<file path="config.mk">
export PLATFORM = sky130hd
export DESIGN_NAME = tdffa_ctrl
export DESIGN_NICKNAME = d
export VERILOG_FILES = /design/src/sv/tdffa_pkg.sv /design/src/sv/tdffa_ctrl.sv
export SDC_FILE = /design/constraint.sdc
export NUM_CORES = 1
export LEC_CHECK = 0
export BUFFER_PORTS_ARGS = -buffer_cell sky130_fd_sc_hd__buf_2
export CORE_ASPECT_RATIO = 0.9
export CORE_MARGIN = 2
export CORE_UTILIZATION = 45
export DETAILED_ROUTE_END_ITERATION = 12
export PLACE_DENSITY = 0.74
export SYNTH_ARGS = -nofsm -noshare
export SYNTH_HDL_FRONTEND = slang
export SYNTH_SLANG_ARGS = --single-unit
</file>
<file path="constraint.sdc">
create_clock -name clk -period 1.7 [get_ports clk]
set_input_delay 0.17 -clock clk [delete_from_list [all_inputs] [get_ports clk]]
set_output_delay 0.17 -clock clk [all_outputs]
set_load 0.05 [all_outputs]
</file>
<file path="src/sv/tdffa_pkg.sv">
`timescale 1ns / 1ps

package tdffa_pkg;

	localparam int DEF_MAX_BLOCKS  = 256;
	localparam int DEF_OFFSET_BITS = 27;

	localparam int ADDR_W   = 32;
	localparam int SIZE_W   = 27;
	localparam int RECB_W   = 7;
	localparam int LIVE_W   = 9;
	localparam int CFG_IX_W = 2;

	typedef enum logic [1:0] {
		OP_ALLOC = 2'd0,
		OP_FREE  = 2'd1,
		OP_CLEAR = 2'd2,
		OP_NONE  = 2'd3
	} op_t;

	typedef enum logic [1:0] {
		ST_OK        = 2'd0,
		ST_NO_SPACE  = 2'd1,
		ST_NOT_FOUND = 2'd2,
		ST_FULL      = 2'd3
	} status_t;

	typedef enum logic [CFG_IX_W-1:0] {
		CFG_POOL_BASE    = 2'd0,
		CFG_POOL_SIZE    = 2'd1,
		CFG_RECORD_BYTES = 2'd2,
		CFG_UNUSED       = 2'd3
	} cfg_ix_t;

	typedef enum logic [3:0] {
		A_IDLE,
		A_START,
		A_RD_LOWEST,
		A_WALK_FIRST,
		A_WALK,
		A_FIT,
		A_FIT_TABLE,
		A_INS1,
		A_INS2,
		A_SCAN,
		A_UNLINK,
		A_READ_SRC,
		A_MOVE1,
		A_MOVE2,
		A_DEC,
		A_CLEAR
	} act_t;

	typedef struct packed {
		act_t    act;
		logic    load_result;
		status_t res_status;
	} cmd_t;

	typedef struct packed {
		op_t  op;
		logic full;
		logic empty;
		logic cur_valid;
		logic fit;
		logic table_fit;
		logic bottom_ok;
		logic match;
		logic scan_done;
		logic hit_last;
	} stat_t;

endpackage

</file>
<file path="src/sv/tdffa_ctrl.sv">
`timescale 1ns / 1ps

module tdffa_ctrl (
	input  logic             clk,
	input  logic             arst_n,
	input  logic             in_valid,
	output logic             in_stall,
	output logic             out_valid,
	input  logic             out_stall,
	input  tdffa_pkg::stat_t stat,
	output tdffa_pkg::cmd_t  cmd
);
	import tdffa_pkg::*;

	typedef enum logic [3:0] {
		S_IDLE,
		S_DISPATCH,
		S_CHK_BOTTOM,
		S_WALK,
		S_INS1,
		S_INS2,
		S_SCAN,
		S_RDSRC,
		S_MOVE1,
		S_MOVE2,
		S_REPORT,
		S_OUT
	} state_t;

	state_t  state_q, state_d;
	status_t res_q, res_d;

	assign in_stall = (state_q != S_IDLE);

	always_comb begin
		state_d         = state_q;
		res_d           = res_q;
		cmd.act         = A_IDLE;
		cmd.load_result = 1'b0;
		cmd.res_status  = res_q;
		case (state_q)
			S_IDLE: begin
				if (in_valid) begin
					cmd.act = A_START;
					state_d = S_DISPATCH;
				end
			end
			S_DISPATCH: begin
				res_d   = ST_OK;
				state_d = S_REPORT;
				case (stat.op)
					OP_ALLOC: begin
						if (stat.full) begin
							res_d = ST_FULL;
						end else begin
							cmd.act = A_RD_LOWEST;
							state_d = S_CHK_BOTTOM;
						end
					end
					OP_FREE: begin
						if (stat.empty) begin
							res_d = ST_NOT_FOUND;
						end else begin
							cmd.act = A_SCAN;
							state_d = S_SCAN;
						end
					end
					OP_CLEAR: cmd.act = A_CLEAR;
					default:  res_d = ST_OK;
				endcase
			end
			S_CHK_BOTTOM: begin
				if (stat.bottom_ok) begin
					cmd.act = A_WALK_FIRST;
					state_d = S_WALK;
				end else begin
					res_d   = ST_NO_SPACE;
					state_d = S_REPORT;
				end
			end
			S_WALK: begin
				if (stat.cur_valid) begin
					if (stat.fit) begin
						cmd.act = A_FIT;
						state_d = S_INS1;
					end else begin
						cmd.act = A_WALK;
					end
				end else if (stat.table_fit) begin
					cmd.act = A_FIT_TABLE;
					state_d = S_INS1;
				end else begin
					res_d   = ST_NO_SPACE;
					state_d = S_REPORT;
				end
			end
			S_INS1: begin
				cmd.act = A_INS1;
				state_d = S_INS2;
			end
			S_INS2: begin
				cmd.act = A_INS2;
				res_d   = ST_OK;
				state_d = S_REPORT;
			end
			S_SCAN: begin
				if (stat.match) begin
					cmd.act = A_UNLINK;
					state_d = S_RDSRC;
				end else if (stat.scan_done) begin
					res_d   = ST_NOT_FOUND;
					state_d = S_REPORT;
				end else begin
					cmd.act = A_SCAN;
				end
			end
			S_RDSRC: begin
				res_d = ST_OK;
				if (stat.hit_last) begin
					cmd.act = A_DEC;
					state_d = S_REPORT;
				end else begin
					cmd.act = A_READ_SRC;
					state_d = S_MOVE1;
				end
			end
			S_MOVE1: begin
				cmd.act = A_MOVE1;
				state_d = S_MOVE2;
			end
			S_MOVE2: begin
				cmd.act = A_MOVE2;
				state_d = S_REPORT;
			end
			S_REPORT: begin
				cmd.load_result = 1'b1;
				state_d         = S_OUT;
			end
			S_OUT: begin
				if (!out_stall)
					state_d = S_IDLE;
			end
			default: state_d = S_IDLE;
		endcase
	end

	always_ff @(posedge clk or negedge arst_n) begin
		if (!arst_n) begin
			state_q   <= S_IDLE;
			res_q     <= ST_OK;
			out_valid <= 1'b0;
		end else begin
			state_q <= state_d;
			res_q   <= res_d;
			if (state_q == S_REPORT)
				out_valid <= 1'b1;
			else if (state_q == S_OUT && !out_stall)
				out_valid <= 1'b0;
		end
	end

endmodule
</file>
==> results of run 1 <==
## area by class of cell
class	instances	area share (%)
Clock buffer	4	1.92
Inverter	3	0.823
Multi-Input combinational cell	98	55.0
Sequential cell	7	13.0
Tap cell	24	2.19
Timing Repair Buffer	48	27.1
## how the worst min path moves through the flow
stage | start | cells past startpoint | end | slack (ns)
final | out_stall | 3 | out_valid | 0.21
after global placement | arst_n | 1 | res_q[0] | 0.008
after floorplan | arst_n | 0 | out_valid | -0.13
after global routing | out_stall | 3 | out_valid | 0.24
after detailed placement | arst_n | 1 | state_q[0] | 0.007
after CTS | out_stall | 3 | out_valid | 0.20
## cells by family after synthesis
group,after synthesis,share of synthesized area (%)
flip-flops,7,21.6
AO/OA/AOI/OAI,41,33.5
buffers and inverters,10,6.02
multiplexers,4,4.94
AND/OR/NAND/NOR,53,34.0
## critical path, stage by stage, from the launching register on
cell,delay [ns]
dfrtp_1,0.38
buf_4,0.21
nor2b_4,0.21
o21ai_0,0.13
a21oi_2,0.22
nor2_4,0.07
o21ai_4,0.05
buf_6,0.17
## synthesized netlist by cell type (2+ instances only)
cell type / instances
a21oi_1: 12
a211oi_1: 2
mux2i_1: 4
nand4_1: 2
a21o_1: 2
clkbuf_1: 2
nand2b_1: 4
nand2_1: 8
dfrtp_1: 7
nor3_1: 5
nor2b_1: 8
nand3_1: 4
buf_2: 3
o22ai_1: 3
o21ai_0: 10
or3_1: 2
inv_1: 3
nor2_1: 14
## per-layer routing
layer | up-vias | wire (um)
met1 | 517 | 1290
met5 | - | 0
met3 | 11 | 315
met2 | 77 | 1500
met4 | 0 | 71
li1 | 514 | -
## sequential cells by signal (all words and copies together), names as in the netlist
register / flops
out_valid: 1
res_q: 2
state_q: 4
## repair_timing
action | in CTS | in global routing
setup buffers | 4 | 2
endpoints found under the setup margin | 9 | 10
endpoints found under the hold margin | 7 | 0
pin swaps | 9 | 8
gates resized for setup | 26 | 25
hold buffers | 1 | 0
## metrics by stage
stage	util (%)	area [um2]	setup TNS [ns]	instances	hold slack (ns)
global route	81.4	1370	-0.775	184	0.237
floorplan	-	833	-0.0276	115	-0.126
global placement	65.2	1100	-0.257	174	0.00820
detailed placement	65.2	1100	-0.205	174	0.00715
finish	81.4	1370	-0.576	184	0.206
CTS	74.9	1260	-0.251	183	0.204
## where the power goes
group	internal, mW	total (mW)	switching [mW]
logic	1.07	2.54	1.47
registers	0.253	0.331	0.0781
clock network	0.0898	0.155	0.0656
==> impl_metrics.toml, run 1 <==
[drt]
routedWlPerCell_um = 17.3
viasPerCell = 6.08
first_pass_iters = 4
ant_nets = 0
wl_mm = 3.18
dr_total_vias = 1119
drc_errors = 0
first_iter_violations = 58

[global_route]
use_met1_pct = 34.5
grt_pass1_wl_mm = 4.62
grt_pass1_vias = 1045
grt_use_met2_pct = 48.8
grt_usage_pct = 28.1
antenna_found_initial = 0
use_met3_pct = 8.45
grt_max_degree = 24
grt_overflow = 0
busiest_layer = "met2"

[logic_synthesis]
synth_nets = 130
synthTopCellsByArea = "dfrtp_1, a21oi_1, nor2_1, nor2b_1, o21ai_0"
yosys_register_bits = 7
syn_area_per_cell_um2 = 7.05
yosysWarningCount = 0
async_flop_share_pct = 100
ys_types = 38
synth_area_um2 = 811
synthCells = 115
synthFlopType = "dfrtp_1"
synth_edf_count = 0
yosysTopAreaCell = "dfrtp_1"
yosysTopAreaCellShare_pct = 21.6
yosysSeqAreaShare_pct = 21.6

[clock_network]
cts_tree = "yes"
cts.sinks = 7
root_buffer = "clkbuf_4"
insertion_delay_ns = 0.26
cts_buffers = 3
htreeDepth = 1
clockBufferDepth = 2
clk_pin_slew_ns = 0.05

[worst_setup_path]
crit_end = "cmd[3]"
r2r_start = "state_q[0]"
endpoint_kind = "primary output"
worstReg2RegEnd = "state_q[0]"
startpoint = "state_q[0]"
startpoint_type = "flop"
rrSetupSlack_ns = -0.01
r2r_cells = 6
worst_ep_arrival_time_ns = 1.70
worstSetupPathType = "reg -> out"
cp_data_required_time_ns = 1.53
crit_path_max_fanout = 9

[power_and_ir_drop]
ir_worst_vdd_mv = 1.65
p_leak_nw = 0.604
powerDensity_mw_per_mm2 = 2210
totalPowerFinal_mw = 3.02

[timing]
slew_viol_final = 0
worst_pin_slew_ns = 0.407
maxSlewHeadroom_pct = 72.5
rsz0062_at_grt = "true"
fin_crit_sh_pct = 110
timing.final.ws_setup_ns = -0.166
max_freq_ghz = 0.536
fin_worst_skew_ns = 0.00269
fin_crit_ns = 1.87
hold_violations = 0
setup_viol = 5

[layout]
seq_area_um2 = 178
drive_above_1_share_pct = 50.6
nets = 176
fillers = 103
antenna_cells = 0
multi_input_comb_area_um2 = 753
final_common_cell = "buf_4"
final_cell_mix = "buf_4, buf_2, nor2_1"
area_growth_pct = 68.8

[die]
die_y_um = 44.3
ioPinCount = 24
fp.dieW_um = 48.7
start_util_pct = 48.2
core_mm2 = 0.00168
num_rows = 14
die_area_mm2 = 0.00216

[place]
place.gp.congestion = 0.937
place_ws_ns = -0.0496
dp_hpwl_mm = 1.98
io_buffers = 23

[outcome]
violations = "setup timing"
status = "finished, violations left"

[flow_run]
drv_cap = 0

[min_path]
hold_class = "in -> reg"
Note: power is estimated with default switching activity, not from simulation.
==> inputs of run 2 (changes only) <==
--- a/config.mk
+++ b/config.mk
@@ -8,9 +8,9 @@
 export BUFFER_PORTS_ARGS = -buffer_cell sky130_fd_sc_hd__buf_2
 export CORE_ASPECT_RATIO = 0.9
 export CORE_MARGIN = 2
-export CORE_UTILIZATION = 45
+export CORE_UTILIZATION = 50
 export DETAILED_ROUTE_END_ITERATION = 12
-export PLACE_DENSITY = 0.74
+export PLACE_DENSITY = 0.78
 export SYNTH_ARGS = -nofsm -noshare
 export SYNTH_HDL_FRONTEND = slang
 export SYNTH_SLANG_ARGS = --single-unit
==> constraint.sdc (replaced) <==
create_clock -name clk -period 2.3 [get_ports clk]
set_input_delay 0.23 -clock clk [delete_from_list [all_inputs] [get_ports clk]]
set_output_delay 0.23 -clock clk [all_outputs]
set_load 0.05 [all_outputs]
==> impl_metrics.toml, run 2 (synthesized netlist as in run 1, its figures left out) <==
[layout]
nets = 157
largest_reg_flops = 4
antenna_cells = 0
largest-register = "state_q"
fin_util_pct = 67.1
final_cell_mix = "buf_2, nor2_1, a21oi_1"
area_growth_pct = 22.5
final_common_cell = "buf_2"
fillers = 130
seq_area_um2 = 176
multi_input_comb_area_um2 = 589
fin_area_um2 = 993
reg_top3 = "state_q x4, res_q x2, out_valid x1"
drive_above_1_share_pct = 28.4

[timing]
worst_pin_slew_ns = 0.574
setup_viol = 0
slew_viol_final = 0
hold_violations = 0
fin_crit_ns = 2.16
tns_ns = 0
maxSlewHeadroom_pct = 61.4
fin_worst_skew_ns = 0.0188
max_freq_ghz = 0.462
rsz0062_at_grt = "false"
fin_crit_sh_pct = 94.0

[die]
ioPinCount = 24
core_mm2 = 0.00148
fp.dieW_um = 46.4
die_y_um = 42.2
die_area_mm2 = 0.00196
num_rows = 13
start_util_pct = 54.8

[worst_setup_path]
worstSetupPathType = "reg -> out"
cp_data_required_time_ns = 2.07
endpoint_kind = "primary output"
crit_path_max_fanout = 9
worst_ep_arrival_time_ns = 1.93
startpoint_type = "flop"
cpMaxStageDelayCell = "dfrtp_2"
cp_cell_sequence = "buf_4 > nor2b_1 > nand2_1 > o311ai_1 > buf_2"
max_stage_delay_ns = 0.46

[drt]
first_pass_iters = 4
dr_total_vias = 1007
viasPerCell = 6.18
first_iter_violations = 56
wl_mm = 2.30
ant_nets = 0
drc_errors = 0
routedWlPerCell_um = 14.1

[clock_network]
root_buffer = "clkbuf_4"
htreeDepth = 1
clockBufferDepth = 2
post_cts_buffers = 0
cts_buffers = 3
clk_pin_slew_ns = 0.07
insertion_delay_ns = 0.28
cts_tree = "yes"
cts.sinks = 7

[global_route]
antenna_found_initial = 0
grt_overflow = 0
grt_pass1_wl_mm = 3.98
grt_usage_pct = 27.9
grt_max_degree = 16
grt_pass1_vias = 912

[place]
dpl_cell_area_um2 = 953
io_buffers = 23
place.gp.congestion = 0.940
dp_hpwl_mm = 1.78

[outcome]
status = "finished clean"

[flow_run]
drv_cap = 0

[power_and_ir_drop]
ir_worst_vdd_mv = 0.983
p_leak_nw = 0.442
powerDensity_mw_per_mm2 = 1630

[min_path]
hold_class = "in -> reg"
## run 2: cell types whose count changed in the layout (fill, tap and decap cells not counted), sizes merged
cell | before | now
buf | 47 | 28
## run 2: stage by stage
stage / power [mW] / hold WS, ns / setup slack, ns / instances
after detailed placement: 1.46 / 0.0673 / 0.409 / 158
after floorplan: 1.21 / -0.0656 / 0.0644 / 115
final: 1.62 / 0.251 / 0.138 / 163
after global placement: 1.45 / 0.0682 / 0.406 / 158
after CTS: 1.59 / 0.260 / 0.0970 / 163
after global routing: 1.75 / 0.301 / 0.0445 / 163
## run 2: final timing paths
path / slack [ns] / from / depth (start not counted) / endpoint
max: 0.14 / state_q[1] / 5 / cmd[4]
max reg2reg: 0.55 / state_q[3] / 6 / state_q[3]
min in group asynchronous: 0.30 / arst_n / 2 / state_q[0]
max in group asynchronous: 1.83 / arst_n / 2 / state_q[3]
min: 0.25 / out_stall / 3 / out_valid
min reg2reg: 0.51 / out_valid / 2 / out_valid
## run 2: final cells by class
| type | instances | area share, % |
|---|---|---|
| Clock buffer | 4 | 2.64 |
| Inverter | 3 | 1.13 |
| Multi-Input combinational cell | 98 | 59.3 |
| Sequential cell | 7 | 17.8 |
| Tap cell | 22 | 2.77 |
| Timing Repair Buffer | 29 | 16.4 |
## run 2: routing by layer
layer  share of wire [%]  up-vias  GRT usage [%]
met4                 3.4        0           14.9
met1                  41      447           37.0
met2                  45       70           38.6
li1                    -      479              -
met3                  10       11           9.48
met5                   0        -              0
## run 2: report_power, final
| group | switching, mW | total, mW | leakage [nW] | internal (mW) |
|---|---|---|---|---|
| logic | 0.831 | 1.24 | 0.344 | 0.408 |
| registers | 0.0673 | 0.253 | 0.0827 | 0.185 |
| clock network | 0.0601 | 0.127 | 0.0150 | 0.0671 |
| total | 0.958 | 1.62 | 0.442 | 0.660 |
## run 2: timing repair
item | CTS | global route
hold endpoints to repair | 7 | 0
endpoints found under the setup margin | 0 | 2
hold buffers | 1 | 0
gates resized for setup | 0 | 2
## run 2: worst max-delay path, delay by kind of cell, from the launching register on
kind | cells | cell delay [ns]
buffers and inverters | 2 | 0.49
and+or+nand+nor | 2 | 0.41
DFF | 1 | 0.46
AOI/OAI and AO/OA | 1 | 0.28
==> inputs of run 3 (changes only) <==
--- a/config.mk
+++ b/config.mk
@@ -5,11 +5,13 @@
 export SDC_FILE = /design/constraint.sdc
 export NUM_CORES = 1
 export LEC_CHECK = 0
+export ABC_AREA = 1
 export BUFFER_PORTS_ARGS = -buffer_cell sky130_fd_sc_hd__buf_2
 export CORE_ASPECT_RATIO = 0.9
 export CORE_MARGIN = 2
 export CORE_UTILIZATION = 50
 export DETAILED_ROUTE_END_ITERATION = 12
+export GPL_TIMING_DRIVEN = 0
 export PLACE_DENSITY = 0.78
 export SYNTH_ARGS = -nofsm -noshare
 export SYNTH_HDL_FRONTEND = slang
==> impl_metrics.toml, run 3 <==
[layout]
largest-register = "state_q"
antenna_cells = 0
final_cell_mix = "nand2_1, buf_2, inv_1"
drive_above_1_share_pct = 25.6
final_common_cell = "nand2_1"
nets = 180
largest_reg_flops = 4
area_growth_pct = 22.1
reg_top3 = "state_q x4, res_q x2, out_valid x1"
fin_util_pct = 65.0
fillers = 148

[worst_setup_path]
worst_ep_arrival_time_ns = 1.85
startpoint_type = "flop"
cp_data_required_time_ns = 2.07
endpoint_kind = "primary output"
rrSetupSlack_ns = 0.86
crit_path_max_fanout = 7
worstSetupPathType = "reg -> out"

[timing]
fin_crit_ns = 2.08
rsz0062_at_grt = "false"
fin_worst_skew_ns = 0.00683
setup_viol = 0
worst_pin_slew_ns = 0.327
maxSlewHeadroom_pct = 78.1
hold_violations = 0
slew_viol_final = 0
tns_ns = 0
fin_crit_sh_pct = 90.6
max_freq_ghz = 0.480

[drt]
routedWlPerCell_um = 11.9
first_iter_violations = 28
wl_mm = 2.13
dr_total_vias = 961
viasPerCell = 5.37
ant_nets = 0
drc_errors = 0
first_pass_iters = 4

[global_route]
grt_overflow = 0
grt_max_degree = 10
grt_pass1_vias = 783
grt_usage_pct = 25.1
antenna_found_initial = 0
grt_pass1_wl_mm = 3.31

[logic_synthesis]
yosysSeqAreaShare_pct = 22.7
yosysTopAreaCell = "dfrtp_1"
yosysMostFrequentCell = "nand2_1"
synth_area_um2 = 771
ys_types = 19
synthTopCellsByArea = "dfrtp_1, nand2_1, nand3_1, inv_1, nor2_1"
synth_common_cells = "nand2_1, inv_1, nand3_1, nor2_1, o21ai_0"
yosys_register_bits = 7
synthCells = 136
synth_nets = 151
synth_edf_count = 0
syn_area_per_cell_um2 = 5.67
async_flop_share_pct = 100
synthFlopType = "dfrtp_1"
yosysWarningCount = 0
yosysTopAreaCellShare_pct = 22.7

[clock_network]
cts_tree = "yes"
insertion_delay_ns = 0.26
htreeDepth = 1
post_cts_resized = 0
clockBufferDepth = 2
post_cts_buffers = 0
cts.sinks = 7
cts_buffers = 3
clk_pin_slew_ns = 0.06
root_buffer = "clkbuf_4"

[power_and_ir_drop]
p_leak_nw = 0.591
ir_worst_vdd_mv = 0.787
powerDensity_mw_per_mm2 = 1630

[flow_run]
drv_cap = 0

[die]
ioPinCount = 24
die_y_um = 41.2
start_util_pct = 53.2
fp.dieW_um = 45.4
num_rows = 13
die_area_mm2 = 0.00187
core_mm2 = 0.00145

[outcome]
status = "finished clean"

[place]
place.gp.congestion = 0.951
io_buffers = 23
dp_hpwl_mm = 1.76

[min_path]
hold_class = "in -> reg"
[run 3: cell types whose count changed in the layout (fill, tap and decap cells not counted), moves of 4 or more]
cell      previous run  this run
a21oi_1             12         1
buf_4                5         0
inv_1                3        20
mux2i_1              4         0
nand2_1              8        42
nand2b_1             4         0
nand3_1              4        18
nor2_2               1         5
nor2b_1              8         0
[run 3: critical path: stages, from the launching register on]
cell and delay (ns):
dfrtp_1 0.45, nor2_2 0.30, nand2_1 0.14, inv_1 0.10
nand3_1 0.09, o21ai_0 0.09, inv_1 0.08, nand4_1 0.06
buf_2 0.26
[run 3: final cells by class]
cell class	count	area, um2	area share [%]
Buffer	1	11.3	1.20
Clock buffer	4	26.3	2.79
Inverter	23	86.3	9.18
Multi-Input combinational cell	105	498	52.9
Sequential cell	7	175	18.6
Tap cell	15	18.8	1.99
Timing Repair Buffer	24	125	13.3
[run 3: repair_timing]
item | 4_1_cts | 5_1_grt
endpoints found under the hold margin | 7 | 0
endpoints found under the setup margin | 0 | 0
hold buffers | 1 | 0
[run 3: final timing paths]
kind,endpoint,depth (start not counted),start
setup reg to reg,state_q[1],10,state_q[1]
hold / removal,state_q[3],3,out_stall
setup / recovery,cmd[5],8,state_q[3]
hold reg to reg,res_q[0],2,res_q[0]
max in group asynchronous,state_q[1],2,arst_n
min in group asynchronous,state_q[2],2,arst_n
[run 3: cells by family after synthesis]
family	Yosys count	share of synthesized area, %
AO/OA/AOI/OAI	14	10.6
buffers and inverters	24	12.7
flip-flops	7	22.7
AND/OR/NAND/NOR	91	54.1
[run 3: per-layer routing]
| metal | share of wire (%) | vias up | GRT usage, % |
|---|---|---|---|
| met5 | 0 | - | 0 |
| met3 | 7.1 | 0 | 3.96 |
| met1 | 47 | 425 | 33.9 |
| met2 | 46 | 41 | 44.7 |
| met4 | 0 | 0 | 0 |
| li1 | - | 495 | - |
[run 3: report_power, final]
| group | switching, mW | internal, mW | leakage (nW) |
|---|---|---|---|
| Clock | 0.0482 | 0.0664 | 0.0150 |
| Sequential | 0.0582 | 0.183 | 0.0867 |
| Combinational | 0.862 | 0.314 | 0.489 |
[run 3: per-stage QoR]
| step | instance area, um2 | hold WS (ns) | total power, mW | setup WS [ns] | std cells |
|---|---|---|---|---|---|
| after floorplan | 771 | -0.0656 | 1.16 | 0.491 | 136 |
| after global placement | 905 | 0.0631 | 1.40 | 0.516 | 174 |
| after detailed placement | 905 | 0.0673 | 1.41 | 0.520 | 174 |
| after CTS | 941 | 0.246 | 1.53 | 0.234 | 179 |
| after global routing | 941 | 0.276 | 1.66 | 0.0190 | 179 |
| final | 941 | 0.250 | 1.53 | 0.216 | 179 |
